--- src/rtl/nmea_gga_sentence_receiver_top_macros.svh ---
// Assertion macros for the GGA receiver.
`ifndef NMEA_GGA_SENTENCE_RECEIVER_TOP_MACROS_SVH
`define NMEA_GGA_SENTENCE_RECEIVER_TOP_MACROS_SVH
`ifndef NO_ASSERTIONS
`define ASSERT_IMPL(lbl, clk, rstn, a, c) \
  lbl: assert property (@(posedge clk) disable iff (!rstn) (a) |-> (c)) \
    else $error("assertion failed");
`define ASSERT_NEXT(lbl, clk, rstn, a, c) \
  lbl: assert property (@(posedge clk) disable iff (!rstn) (a) |=> (c)) \
    else $error("assertion failed");
`else
`define ASSERT_IMPL(lbl, clk, rstn, a, c)
`define ASSERT_NEXT(lbl, clk, rstn, a, c)
`endif
`endif

--- src/rtl/ngga_pkg.sv ---
// ----------------------------------------------------------------------------
// ngga_pkg
// Shared constants and types for the GGA sentence receiver.
// ----------------------------------------------------------------------------
package ngga_pkg;
  localparam int MaxSentence = 80;
  localparam int IdLength    = 5;
  localparam int AddrW       = $clog2(MaxSentence);
  localparam int CntW        = 7;

  localparam logic [1:0] REQ_BYTE  = 2'd0;
  localparam logic [1:0] REQ_TICK  = 2'd1;
  localparam logic [1:0] REQ_SLEEP = 2'd2;
  localparam logic [1:0] REQ_WAKE  = 2'd3;

  localparam logic [1:0] KIND_FIELD = 2'd0;
  localparam logic [1:0] KIND_ERROR = 2'd1;
  localparam logic [1:0] KIND_DONE  = 2'd2;

  localparam logic [7:0] CH_START = 8'h24;
  localparam logic [7:0] CH_STAR  = 8'h2A;
  localparam logic [7:0] CH_COMMA = 8'h2C;
  localparam logic [7:0] GGA_CODE = 8'h56;
  localparam logic [15:0] TimeoutReset = 16'd18000;

  typedef enum logic [5:0] {
    M_WAIT  = 6'b000001,
    M_TYPE  = 6'b000010,
    M_BODY  = 6'b000100,
    M_CK1   = 6'b001000,
    M_CK2   = 6'b010000,
    M_SLEEP = 6'b100000
  } rx_mode_e;

  typedef enum logic [3:0] {
    S_IDLE = 4'b0001,
    S_READ = 4'b0010,
    S_EMIT = 4'b0100,
    S_TAIL = 4'b1000
  } scan_state_e;

  // controller -> datapath
  typedef struct packed {
    logic       store_we;   // write rx byte at byte count
    logic       clear_cnt;  // start of a sentence
    logic       inc_cnt;
    logic       xor_en;
    logic       ck1_en;
    logic       ck2_en;
    logic       win_load;   // clear byte window to zeros
    logic       win_shift;  // shift in next memory byte
    logic       ptr_clear;
  } dp_cmd_t;

  // datapath -> controller
  typedef struct packed {
    logic [CntW-1:0] byte_count;
    logic            ck_match;
    logic            id_ok;
    logic            ptr_done;  // scan pointer reached byte count
    logic            head_comma;
  } dp_sts_t;

  function automatic logic [7:0] hexval(input logic [7:0] b);
    if (b >= 8'h41 && b <= 8'h46) return b - 8'h41 + 8'd10;
    return b - 8'h30;
  endfunction

  function automatic logic [15:0] dg(input logic [7:0] b);
    return {8'h00, b} - 16'd48;
  endfunction
endpackage

--- src/rtl/ngga_datapath.sv ---
// ----------------------------------------------------------------------------
// ngga_datapath
// Sentence store, checksum registers and the scan window with field math.
// ----------------------------------------------------------------------------
module ngga_datapath (
  input  logic             clk_i,
  input  logic             rst_ni,
  input  logic [7:0]       rx_byte_i,
  input  ngga_pkg::dp_cmd_t cmd_i,
  input  logic [3:0]       comma_i,   // comma number of the field at window head
  input  logic [1:0]       sub_i,     // result index within the field
  output ngga_pkg::dp_sts_t sts_o,
  output logic [4:0]       field_id_o,
  output logic [15:0]      field_value_o,
  output logic             has_more_o, // another result in this field
  output logic             emits_o     // this field produces output
);
  import ngga_pkg::*;

  logic [7:0] mem [MaxSentence];
  logic [CntW-1:0] cnt_q, ptr_q;
  logic [7:0] xor_q, ck_q;
  logic [7:0] rdata_q;
  // win[0] is the comma, win[k] is byte at comma+k
  logic [7:0] win_q [11];
  logic [CntW-1:0] wptr_q; // address of next byte to enter window
  logic [7:0] hx;

  assign hx = hexval(rx_byte_i);

  always_ff @(posedge clk_i) begin
    if (cmd_i.store_we && cnt_q < CntW'(MaxSentence))
      mem[cnt_q[AddrW-1:0]] <= rx_byte_i;
  end

  // read ahead so rdata_q always holds the byte at wptr_q
  logic [CntW-1:0] raddr;
  assign raddr = cmd_i.ptr_clear ? '0 : (cmd_i.win_shift ? wptr_q + 1'b1 : wptr_q);
  always_ff @(posedge clk_i) begin
    rdata_q <= mem[raddr[AddrW-1:0]];
  end

  always_ff @(posedge clk_i or negedge rst_ni) begin
    if (!rst_ni) begin
      cnt_q <= '0; xor_q <= '0; ck_q <= '0; wptr_q <= '0; ptr_q <= '0;
    end else begin
      if (cmd_i.clear_cnt) begin
        cnt_q <= '0; xor_q <= '0;
      end else begin
        if (cmd_i.inc_cnt) cnt_q <= cnt_q + 1'b1;
        if (cmd_i.xor_en) xor_q <= xor_q ^ rx_byte_i;
      end
      if (cmd_i.ck1_en) ck_q <= {hx[3:0], 4'h0};
      if (cmd_i.ck2_en) ck_q <= ck_q + hx;
      if (cmd_i.ptr_clear) begin
        wptr_q <= '0; ptr_q <= '0;
      end else if (cmd_i.win_shift) begin
        wptr_q <= wptr_q + 1'b1;
        // head address after the shift; wraps during prefill
        ptr_q  <= wptr_q - CntW'(10);
      end
    end
  end

  // window: byte at wptr enters at top; bytes beyond count read as 0
  logic [7:0] in_b;
  logic [CntW-1:0] in_addr_q;
  always_ff @(posedge clk_i) begin
    in_addr_q <= raddr;
  end
  assign in_b = (in_addr_q < cnt_q && in_addr_q < CntW'(MaxSentence)) ? rdata_q : 8'h00;

  always_ff @(posedge clk_i) begin
    if (cmd_i.win_load) begin
      for (int k = 0; k < 11; k++) win_q[k] <= 8'h00;
    end else if (cmd_i.win_shift) begin
      for (int k = 0; k < 10; k++) win_q[k] <= win_q[k+1];
      win_q[10] <= in_b;
    end
  end

  // ck2 compare uses value being written
  logic [7:0] ck_next;
  assign ck_next = ck_q + hx;

  assign sts_o.byte_count = cnt_q;
  assign sts_o.ck_match   = (ck_next == xor_q);
  assign sts_o.id_ok      = ((xor_q ^ rx_byte_i) == GGA_CODE);
  assign sts_o.ptr_done   = (ptr_q >= cnt_q) || (ptr_q >= CntW'(MaxSentence));
  assign sts_o.head_comma = (win_q[0] == CH_COMMA);

  // field math; products by small constants are shift-adds
  logic [15:0] d [11];
  always_comb begin
    for (int k = 0; k < 11; k++) d[k] = dg(win_q[k]);
  end

  always_comb begin
    field_id_o    = 5'd0;
    field_value_o = 16'd0;
    has_more_o    = 1'b0;
    emits_o       = (win_q[1] != CH_COMMA);
    case (comma_i)
      4'd1: begin
        has_more_o = (sub_i != 2'd3);
        field_id_o = {3'b000, sub_i};
        case (sub_i)
          2'd0: field_value_o = d[1]*16'd10 + d[2];
          2'd1: field_value_o = d[3]*16'd10 + d[4];
          2'd2: field_value_o = d[5]*16'd10 + d[6];
          default: field_value_o = d[8]*16'd100 + d[9]*16'd10 + d[10];
        endcase
      end
      4'd2: begin
        has_more_o = (sub_i != 2'd2);
        field_id_o = 5'd4 + {3'b000, sub_i};
        case (sub_i)
          2'd0: field_value_o = d[1]*16'd10 + d[2];
          2'd1: field_value_o = d[3]*16'd10 + d[4];
          default: field_value_o = d[6]*16'd1000 + d[7]*16'd100 + d[8]*16'd10 + d[9];
        endcase
      end
      4'd3: begin field_id_o = 5'd7; field_value_o = {8'h00, win_q[1]}; end
      4'd4: begin
        has_more_o = (sub_i != 2'd2);
        field_id_o = 5'd8 + {3'b000, sub_i};
        case (sub_i)
          2'd0: field_value_o = d[1]*16'd100 + d[2]*16'd10 + d[3];
          2'd1: field_value_o = d[4]*16'd10 + d[5];
          default: field_value_o = d[7]*16'd1000 + d[8]*16'd100 + d[9]*16'd10 + d[10];
        endcase
      end
      4'd5: begin field_id_o = 5'd11; field_value_o = {8'h00, win_q[1]}; end
      4'd6: begin field_id_o = 5'd12; field_value_o = d[1]; end
      4'd7: begin
        field_id_o = 5'd13;
        field_value_o = (win_q[2] != CH_COMMA) ? d[1]*16'd10 + d[2] : d[1];
      end
      4'd8: begin field_id_o = 5'd14; field_value_o = d[1]*16'd100 + d[3]*16'd10 + d[4]; end
      4'd9: begin field_id_o = 5'd15; field_value_o = d[1]*16'd100 + d[2]*16'd10 + d[4]; end
      4'd10: begin field_id_o = 5'd16; field_value_o = {8'h00, win_q[1]}; end
      4'd11: begin field_id_o = 5'd17; field_value_o = d[1]*16'd100 + d[2]*16'd10 + d[4]; end
      4'd12: begin field_id_o = 5'd18; field_value_o = {8'h00, win_q[1]}; end
      default: emits_o = 1'b0;
    endcase
  end
endmodule

--- src/rtl/ngga_controller.sv ---
// ----------------------------------------------------------------------------
// ngga_controller
// Receive mode machine, timeout counter and field scan sequencer.
// ----------------------------------------------------------------------------
module ngga_controller (
  input  logic              clk_i,
  input  logic              rst_ni,
  input  logic              in_valid_i,
  output logic              in_ready_o,
  input  logic [1:0]        req_type_i,
  input  logic [7:0]        rx_byte_i,
  input  logic              cfg_we_i,
  input  logic [15:0]       cfg_wdata_i,
  output ngga_pkg::dp_cmd_t cmd_o,
  input  ngga_pkg::dp_sts_t sts_i,
  output logic [3:0]        comma_o,
  output logic [1:0]        sub_o,
  input  logic              has_more_i,
  input  logic              emits_i,
  output logic              out_valid_o,
  input  logic              out_ready_i,
  output logic [1:0]        kind_o,
  output logic              use_field_o,
  output logic              last_o
);
  import ngga_pkg::*;
  `include "nmea_gga_sentence_receiver_top_macros.svh"

  rx_mode_e mode_q, mode_d;
  scan_state_e sc_q, sc_d;
  logic [15:0] tmo_q, idle_q;
  logic [3:0] comma_q;  // saturates at 13: later commas give nothing
  logic [1:0] sub_q;
  logic [3:0] pre_q;    // window prefill beats
  logic out_v_q;
  logic [1:0] kind_q;
  logic fld_q, last_q;

  logic acc, is_byte, open;
  assign in_ready_o = (sc_q == S_IDLE) && !out_v_q;
  assign acc  = in_valid_i && in_ready_o;
  assign is_byte = (req_type_i == REQ_BYTE);
  assign open = (mode_q == M_TYPE) || (mode_q == M_BODY) || (mode_q == M_CK1)
             || (mode_q == M_CK2);

  logic start_scan, start_err;
  always_comb begin
    mode_d = mode_q;
    cmd_o = '0;
    start_scan = 1'b0;
    start_err  = 1'b0;
    if (acc) begin
      case (req_type_i)
        REQ_SLEEP: mode_d = M_SLEEP;
        REQ_WAKE: if (mode_q == M_SLEEP || mode_q == M_CK2) mode_d = M_WAIT;
        REQ_TICK: if (open && ((idle_q == 16'hFFFF ? idle_q : idle_q + 16'd1) >= tmo_q))
                    mode_d = M_WAIT;
        default: begin
          case (mode_q)
            M_WAIT: if (rx_byte_i == CH_START) begin
              mode_d = M_TYPE; cmd_o.clear_cnt = 1'b1;
            end
            M_TYPE: begin
              cmd_o.store_we = 1'b1; cmd_o.inc_cnt = 1'b1; cmd_o.xor_en = 1'b1;
              if (sts_i.byte_count + 1'b1 >= CntW'(IdLength))
                mode_d = (sts_i.byte_count + 1'b1 == CntW'(IdLength) && sts_i.id_ok)
                         ? M_BODY : M_WAIT;
            end
            M_BODY: begin
              if (rx_byte_i == CH_STAR) mode_d = M_CK1;
              else if (sts_i.byte_count < CntW'(MaxSentence)) begin
                cmd_o.store_we = 1'b1; cmd_o.inc_cnt = 1'b1; cmd_o.xor_en = 1'b1;
              end else mode_d = M_WAIT;
            end
            M_CK1: begin cmd_o.ck1_en = 1'b1; mode_d = M_CK2; end
            M_CK2: begin
              cmd_o.ck2_en = 1'b1; mode_d = M_WAIT;
              if (sts_i.ck_match) start_scan = 1'b1; else start_err = 1'b1;
            end
            M_SLEEP: ;  // bytes are ignored while asleep
            default: mode_d = M_WAIT;
          endcase
        end
      endcase
    end
    // scan sequencer
    sc_d = sc_q;
    case (sc_q)
      S_IDLE: if (start_scan) begin
        sc_d = S_READ; cmd_o.ptr_clear = 1'b1; cmd_o.win_load = 1'b1;
      end
      S_READ: begin
        // prefill window, then advance one byte per beat looking for commas
        if (pre_q < 4'd11) cmd_o.win_shift = 1'b1;
        else if (sts_i.ptr_done) sc_d = S_TAIL;
        else if (sts_i.head_comma && comma_q + 4'd1 <= 4'd12 && emits_i)
          sc_d = S_EMIT;
        else cmd_o.win_shift = 1'b1;
      end
      S_EMIT: if (!out_v_q || out_ready_i) begin
        if (!has_more_i) begin sc_d = S_READ; cmd_o.win_shift = 1'b1; end
      end
      S_TAIL: if (!out_v_q || out_ready_i) sc_d = S_IDLE;
      default: sc_d = S_IDLE;
    endcase
  end

  // a new result beat goes into the output register
  logic out_load;
  assign out_load = start_err ||
                    (((sc_q == S_EMIT) || (sc_q == S_TAIL)) && (!out_v_q || out_ready_i));

  // head is a comma: its number is comma_q+1
  assign comma_o = (sc_q == S_READ) ? comma_q + 4'd1 : comma_q;
  assign sub_o   = sub_q;

  always_ff @(posedge clk_i or negedge rst_ni) begin
    if (!rst_ni) begin
      mode_q <= M_WAIT; sc_q <= S_IDLE; tmo_q <= TimeoutReset; idle_q <= '0;
      comma_q <= '0; sub_q <= '0; pre_q <= '0; out_v_q <= 1'b0;
      kind_q <= KIND_FIELD; fld_q <= 1'b0; last_q <= 1'b0;
    end else begin
      mode_q <= mode_d;
      sc_q   <= sc_d;
      if (cfg_we_i) tmo_q <= cfg_wdata_i;
      if (acc) begin
        if (req_type_i == REQ_TICK) begin
          if (open) begin
            if ((idle_q == 16'hFFFF ? idle_q : idle_q + 16'd1) >= tmo_q) idle_q <= '0;
            else if (idle_q != 16'hFFFF) idle_q <= idle_q + 16'd1;
          end
        end else if (is_byte && (open || mode_q == M_WAIT)) begin
          if (open || rx_byte_i == CH_START) idle_q <= '0;
        end
      end
      out_v_q <= out_load || (out_v_q && !out_ready_i);
      if (start_err) begin
        kind_q <= KIND_ERROR; fld_q <= 1'b0; last_q <= 1'b1;
      end
      case (sc_q)
        S_IDLE: if (start_scan) begin comma_q <= '0; sub_q <= '0; pre_q <= '0; end
        S_READ: begin
          if (pre_q < 4'd11) pre_q <= pre_q + 4'd1;
          else if (!sts_i.ptr_done && sts_i.head_comma) begin
            if (comma_q != 4'd13) comma_q <= comma_q + 4'd1;
            sub_q <= '0;
          end
        end
        S_EMIT: if (!out_v_q || out_ready_i) begin
          kind_q <= KIND_FIELD; fld_q <= 1'b1; last_q <= 1'b0;
          sub_q <= has_more_i ? sub_q + 2'd1 : 2'd0;
        end
        S_TAIL: if (!out_v_q || out_ready_i) begin
          kind_q <= KIND_DONE; fld_q <= 1'b0; last_q <= 1'b1;
        end
        default: ;
      endcase
    end
  end

  assign out_valid_o = out_v_q;
  assign kind_o      = kind_q;
  assign use_field_o = fld_q;
  assign last_o      = last_q;

  `ASSERT_IMPL(a_no_accept_scan, clk_i, rst_ni, sc_q != S_IDLE, !in_ready_o)
  `ASSERT_NEXT(a_err_out, clk_i, rst_ni, start_err, out_valid_o && last_o)
  `ASSERT_IMPL(a_sub_range, clk_i, rst_ni, sc_q == S_EMIT, comma_q <= 4'd12)
endmodule

--- src/rtl/nmea_gga_sentence_receiver_top.sv ---
// ----------------------------------------------------------------------------
// nmea_gga_sentence_receiver_top
// NMEA 0183 GGA receiver: frames sentences, checks checksum, scans fields.
// ----------------------------------------------------------------------------
//  channel  | signals                               | dir
//  in       | in_valid_i/in_ready_o, req_type, byte | in
//  out      | out_valid_o/out_ready_i, kind,id,val  | out
//  cfg      | cfg_we_i, cfg_wdata_i (timeout ticks) | in
//
// The final checksum beat starts a scan of the sentence store if the checksum
// matches, else it loads an error beat. The scan moves one byte per cycle
// through an 11-byte window unless a result beat is being emitted; output stalls
// hold the scan. No input beat is taken during the scan or while a result is
// held. Reset is asynchronous, active low; the store is not cleared.
module nmea_gga_sentence_receiver_top (
  input  logic        clk_i,
  input  logic        rst_ni,
  input  logic        in_valid_i,
  output logic        in_ready_o,
  input  logic [1:0]  req_type_i,
  input  logic [7:0]  rx_byte_i,
  input  logic        cfg_we_i,
  input  logic [15:0] cfg_wdata_i,
  output logic        out_valid_o,
  input  logic        out_ready_i,
  output logic [1:0]  result_kind_o,
  output logic [4:0]  field_id_o,
  output logic [15:0] field_value_o,
  output logic        last_o
);
  import ngga_pkg::*;

  dp_cmd_t cmd;
  dp_sts_t sts;
  logic [3:0] comma;
  logic [1:0] sub;
  logic has_more, emits, use_fld;
  logic [4:0] fid;
  logic [15:0] fval;
  logic [4:0] fid_q;
  logic [15:0] fval_q;

  ngga_datapath u_dp (
    .clk_i, .rst_ni, .rx_byte_i, .cmd_i(cmd), .comma_i(comma), .sub_i(sub),
    .sts_o(sts), .field_id_o(fid), .field_value_o(fval),
    .has_more_o(has_more), .emits_o(emits)
  );

  ngga_controller u_ctl (
    .clk_i, .rst_ni, .in_valid_i, .in_ready_o, .req_type_i, .rx_byte_i,
    .cfg_we_i, .cfg_wdata_i, .cmd_o(cmd), .sts_i(sts), .comma_o(comma),
    .sub_o(sub), .has_more_i(has_more), .emits_i(emits),
    .out_valid_o, .out_ready_i, .kind_o(result_kind_o), .use_field_o(use_fld),
    .last_o
  );

  // capture field payload when a field beat is loaded
  always_ff @(posedge clk_i) begin
    if (!out_valid_o || out_ready_i) begin
      fid_q  <= fid;
      fval_q <= fval;
    end
  end
  assign field_id_o    = use_fld ? fid_q  : 5'd0;
  assign field_value_o = use_fld ? fval_q : 16'd0;
endmodule
--- config.mk ---
export PLATFORM = sky130hd
export DESIGN_NAME = nmea_gga_sentence_receiver_top
export DESIGN_NICKNAME = d
export VERILOG_FILES = /design/src/rtl/ngga_pkg.sv /design/src/rtl/ngga_datapath.sv /design/src/rtl/ngga_controller.sv /design/src/rtl/nmea_gga_sentence_receiver_top.sv
export VERILOG_INCLUDE_DIRS = /design/src /design/src/rtl
export SDC_FILE = /design/constraint.sdc
export NUM_CORES = 2
export LEC_CHECK = 0
export CAP_MARGIN = 20
export CELL_PAD_IN_SITES_DETAIL_PLACEMENT = 1
export CELL_PAD_IN_SITES_GLOBAL_PLACEMENT = 1
export CORE_UTILIZATION = 50
export CTS_CLUSTER_SIZE = 20
export DETAILED_ROUTE_END_ITERATION = 8
export DONT_BUFFER_PORTS = 1
export GPL_TIMING_DRIVEN = 0
export PLACE_DENSITY = 0.81
export SETUP_SLACK_MARGIN = 0.2
export SLEW_MARGIN = 20
export SYNTH_ARGS = -nofsm -noshare
export SYNTH_HDL_FRONTEND = slang
export SYNTH_SLANG_ARGS = --single-unit
--- constraint.sdc ---
create_clock -name clk_i -period 18.9 [get_ports clk_i]
set_input_delay 2.835 -clock clk_i [delete_from_list [all_inputs] [get_ports clk_i]]
set_output_delay 2.835 -clock clk_i [all_outputs]
set_load 0.02 [all_outputs]
==> flow_summary.toml <==
[status]
status = "completed"

[yosys]
synth_compound_area_share_pct = 11.9
yosysUniqueCellTypes = 100
syn-num-nets = 5450
ys_async_sr_fraction_pct = 11.0
synth-adder-area-share_pct = 16.5
yosysSeqAreaShare_pct = 46.4
netlist_area_sq_um = 54200
yosys-top-cells-area = "edfxtp_1 41%, ha_1 10%, fa_1 6.2%"
synth_xor_area_share_pct = 5.76
yosys_warnings = 0
synth_flop_cell = "edfxtp_1"
synth.largest_area_cell = "edfxtp_1"
synth_simple_gate_area_share_pct = 10.6
yosysTopAreaCellShare_pct = 41.5
synth_top_family_by_area = "adder cells"
synth_seq_cells = 858
synth_edf_count = 749
syn_inst = 4806
avgSynthCellArea_sq_um = 11.3
synth_mux_area_share_pct = 4.77

[clock_tree]
numCtsBuffers = 93
cts_root_buf = "clkbuf_16"
htree_levels = 3
cts_tree = "done"
clockBufferDepth = 3
clk_latency_ns = 0.71
clock-sinks = 858
hold_buffers = 0
postCtsSetupRepairBufs = 0
clk_pin_slew_ns = 0.06
cts_resized = 0

[cells_and_area]
final_common_cell = "edfxtp_1"
drive_above_1_share_pct = 7.31
final-seq-area_sq_um = 25200
final_cell_mix = "749 x edfxtp_1, 446 x ha_1, 434 x nand2_1"
fillCellCount = 11200
final_area_sq_um = 59400
antenna_cells = 0
syn_to_final_growth_pct = 9.49
nNetsFinal = 5556
multi_input_area_sq_um = 26900

[detailed_routing]
drt_iter0_markers = 3497
drc_errors = 0
num_vias = 39700
ant_nets = 0
routed_wl_um = 167000
drtPass1Iterations = 5
vias_per_cell = 6.20
post_drt_wl_per_cell_um = 26.2

[power]
p_int_w = 0.00328
p_seq_share_pct = 49.7
p_sw_w = 0.000928
switching_share_pct = 22.1
p_clk_share_pct = 46.6
power.share.combinational_pct = 3.8
peakVddDrop_mv = 0.0965
total_leakage_power_nw = 24.2
powerDensity_nw_per_um2 = 70.8

[timing]
tightestPinTransition_ns = 1.21
fin_crit_sh_pct = 54.7
tns_ns = 0
slew_violations = 0
fmax_mhz = 96.8
setup_viol = 0
hold_viol = 0
post-route-min-period_ns = 10.33
timing.slew.headroom_pct = 19.0
rsz0062_at_grt = "no"
finClkSkew_ns = 0.0532

[worst_setup_path]
critPathKind = "in -> reg"
reg2regPathDepth = 28
cp-end-kind = "flop"
regToRegSetupSlack_ns = 11.31
worstPathRequired_ns = 19.38
startpoint_type = "input port"
r2r-start = "u_dp.win_q[0][52]"
reg2reg_to = "fval_q[15]"
crit_family = "compound AO/OA/AOI/OAI gates"
slowest_stage = "o32ai_1"
cp_slowest_stage_delay_ns = 1.00
arrival_ns = 10.81
cp_max_fo = 82
crit_chain = "clkbuf_1, a22oi_1, a311oi_1, nand2_1, nand2_1, xor2_1, ha_1, clkbuf_1, xnor2_1, a2111oi_0, inv_1, a2111oi_0, nand4_1, nor2_1, o31a_4, buf_2, buf_1, a31oi_1, o21ai_0, a21oi_1, o32ai_1, a32oi_1"
path_buf_inv = 5

[global_routing]
grt_overflow = 0
grt_pass1_vias = 42600
grt_pass1_wl_um = 256000
antenna_found_initial = 7
grt_max_degree = 95
track_usage_pct = 30.3

[place]
gp_congestion = 0.914
placed_area_sq_um = 56100
place_hpwl_um = 120000
portBuffers = 0

[floorplan]
io_pins = 57
die_w_um = 331
dieHeight_um = 331
core_area_sq_um = 107000
start_util_pct = 50.5
dieArea_sq_um = 110000
fp-row-count = 120

[run]
cap_violations = 0

[hold_path]
hp-start = "u_dp.ptr_q[1]"
min_to = "u_dp.ptr_q[1]"
worstHoldPathType = "reg -> reg"
min_path_cells = 2
[through the flow]
step                setup slack, ns  utilization [%]  std cells  hold slack (ns)  power, W
floorplan                      9.81                -       4806            0.454   0.00224
global placement               7.03             52.2       6209            0.465   0.00227
detailed placement             8.16             52.3       6220            0.479   0.00228
CTS                            8.76             55.3       6395            0.492   0.00422
global route                   8.14             55.3       6395            0.534   0.00429
finish                         8.57             55.3       6395            0.492   0.00421
[power by group through the flow]
stage                     Clock (W)  Combinational [W]  Sequential [W]
after floorplan                   0           0.000114         0.00212
after global placement            0           0.000146         0.00213
after detailed placement          0           0.000153         0.00213
after CTS                   0.00197           0.000158         0.00209
after global routing        0.00202           0.000175         0.00209
final                       0.00196           0.000159         0.00209
[how the worst max path moves through the flow]
| stage | cells after the start | to | slack (ns) | startpoint |
|---|---|---|---|---|
| after detailed placement | 22 | u_dp.rdata_q[7] | 8.16 | rx_byte_i[6] |
| after floorplan | 17 | u_dp.ptr_q[0] | 9.81 | rx_byte_i[2] |
| final | 22 | u_dp.rdata_q[7] | 8.57 | rx_byte_i[2] |
| after global routing | 23 | u_dp.rdata_q[7] | 8.14 | rx_byte_i[3] |
| after global placement | 19 | u_dp.ptr_q[0] | 7.03 | rx_byte_i[3] |
| after CTS | 22 | u_dp.rdata_q[7] | 8.76 | rx_byte_i[2] |
[synth_stat cells, types with 17 or more instances]
library cell / count
a211oi_1: 17
and2_1: 108
a22oi_1: 37
o21ai_0: 197
inv_1: 379
a222oi_1: 20
nor3_1: 65
dfrtp_1: 87
mux2i_1: 133
nand2_1: 434
edfxtp_1: 749
nand2b_1: 21
o21a_1: 17
ha_1: 446
clkbuf_1: 96
nor2_1: 283
a31oi_1: 44
nand4_1: 42
nor2b_1: 23
a221oi_1: 42
or3_1: 21
and3_1: 29
a21o_1: 90
nand3_1: 138
a21oi_1: 251
buf_2: 41
xor2_1: 105
o211ai_1: 22
a211o_1: 35
o21bai_1: 50
xnor2_1: 244
fa_1: 167
mux2_2: 76
[sequential cells by signal, summed over array words and instances (netlist names), 2 cells and up]
| signal | count |
|---|---|
| u_ctl.kind_o | 2 |
| u_ctl.tmo_q | 16 |
| u_ctl.idle_q | 16 |
| u_dp.cnt_q | 7 |
| u_dp.rdata_q | 8 |
| u_ctl.mode_q | 6 |
| u_dp.in_addr_q | 7 |
| u_dp.ck_q | 8 |
| u_ctl.comma_q | 4 |
| u_dp.mem | 640 |
| u_dp.ptr_q | 7 |
| u_dp.xor_q | 8 |
| u_dp.wptr_q | 7 |
| fval_q | 16 |
| fid_q | 5 |
| u_ctl.sub_o | 2 |
| u_ctl.sc_q | 4 |
| u_dp.win_q | 88 |
| u_ctl.pre_q | 4 |
[final cells by class]
| cell class | instances | share of cell area [%] |
|---|---|---|
| Timing Repair Buffer | 11 | 0.185 |
| Tap cell | 1403 | 2.96 |
| Clock inverter | 60 | 1.32 |
| Buffer | 172 | 1.38 |
| Inverter | 385 | 2.45 |
| Multi-Input combinational cell | 3391 | 45.2 |
| Sequential cell | 858 | 42.4 |
| Clock buffer | 115 | 4.14 |
[worst min-delay path, cell delays in order, from the launching register on]
cell and delay [ns]:
dfrtp_1 0.35, nand2_1 0.05, o21ai_0 0.06
[kinds of logic (layout without fill, tap and decap cells)]
logic type,Yosys count,after routing
and+or+nand+nor,1226,1226
muxes,228,228
adders and majority gates,614,614
buffers and inverters,557,743
DFF,858,858
xor gates and xnor gates,352,352
AOI/OAI and AO/OA,971,971
[routing by layer]
layer  vias to the layer above  global-route usage [%]  routed length [um]
met5                         -                       0                  28
met3                       445                    4.34               10100
met4                         4                    14.1                8180
met1                     20100                    37.2               66300
li1                      17700                       -                   -
met2                      1484                    52.7               82800
(Power assumes the default switching activity.)
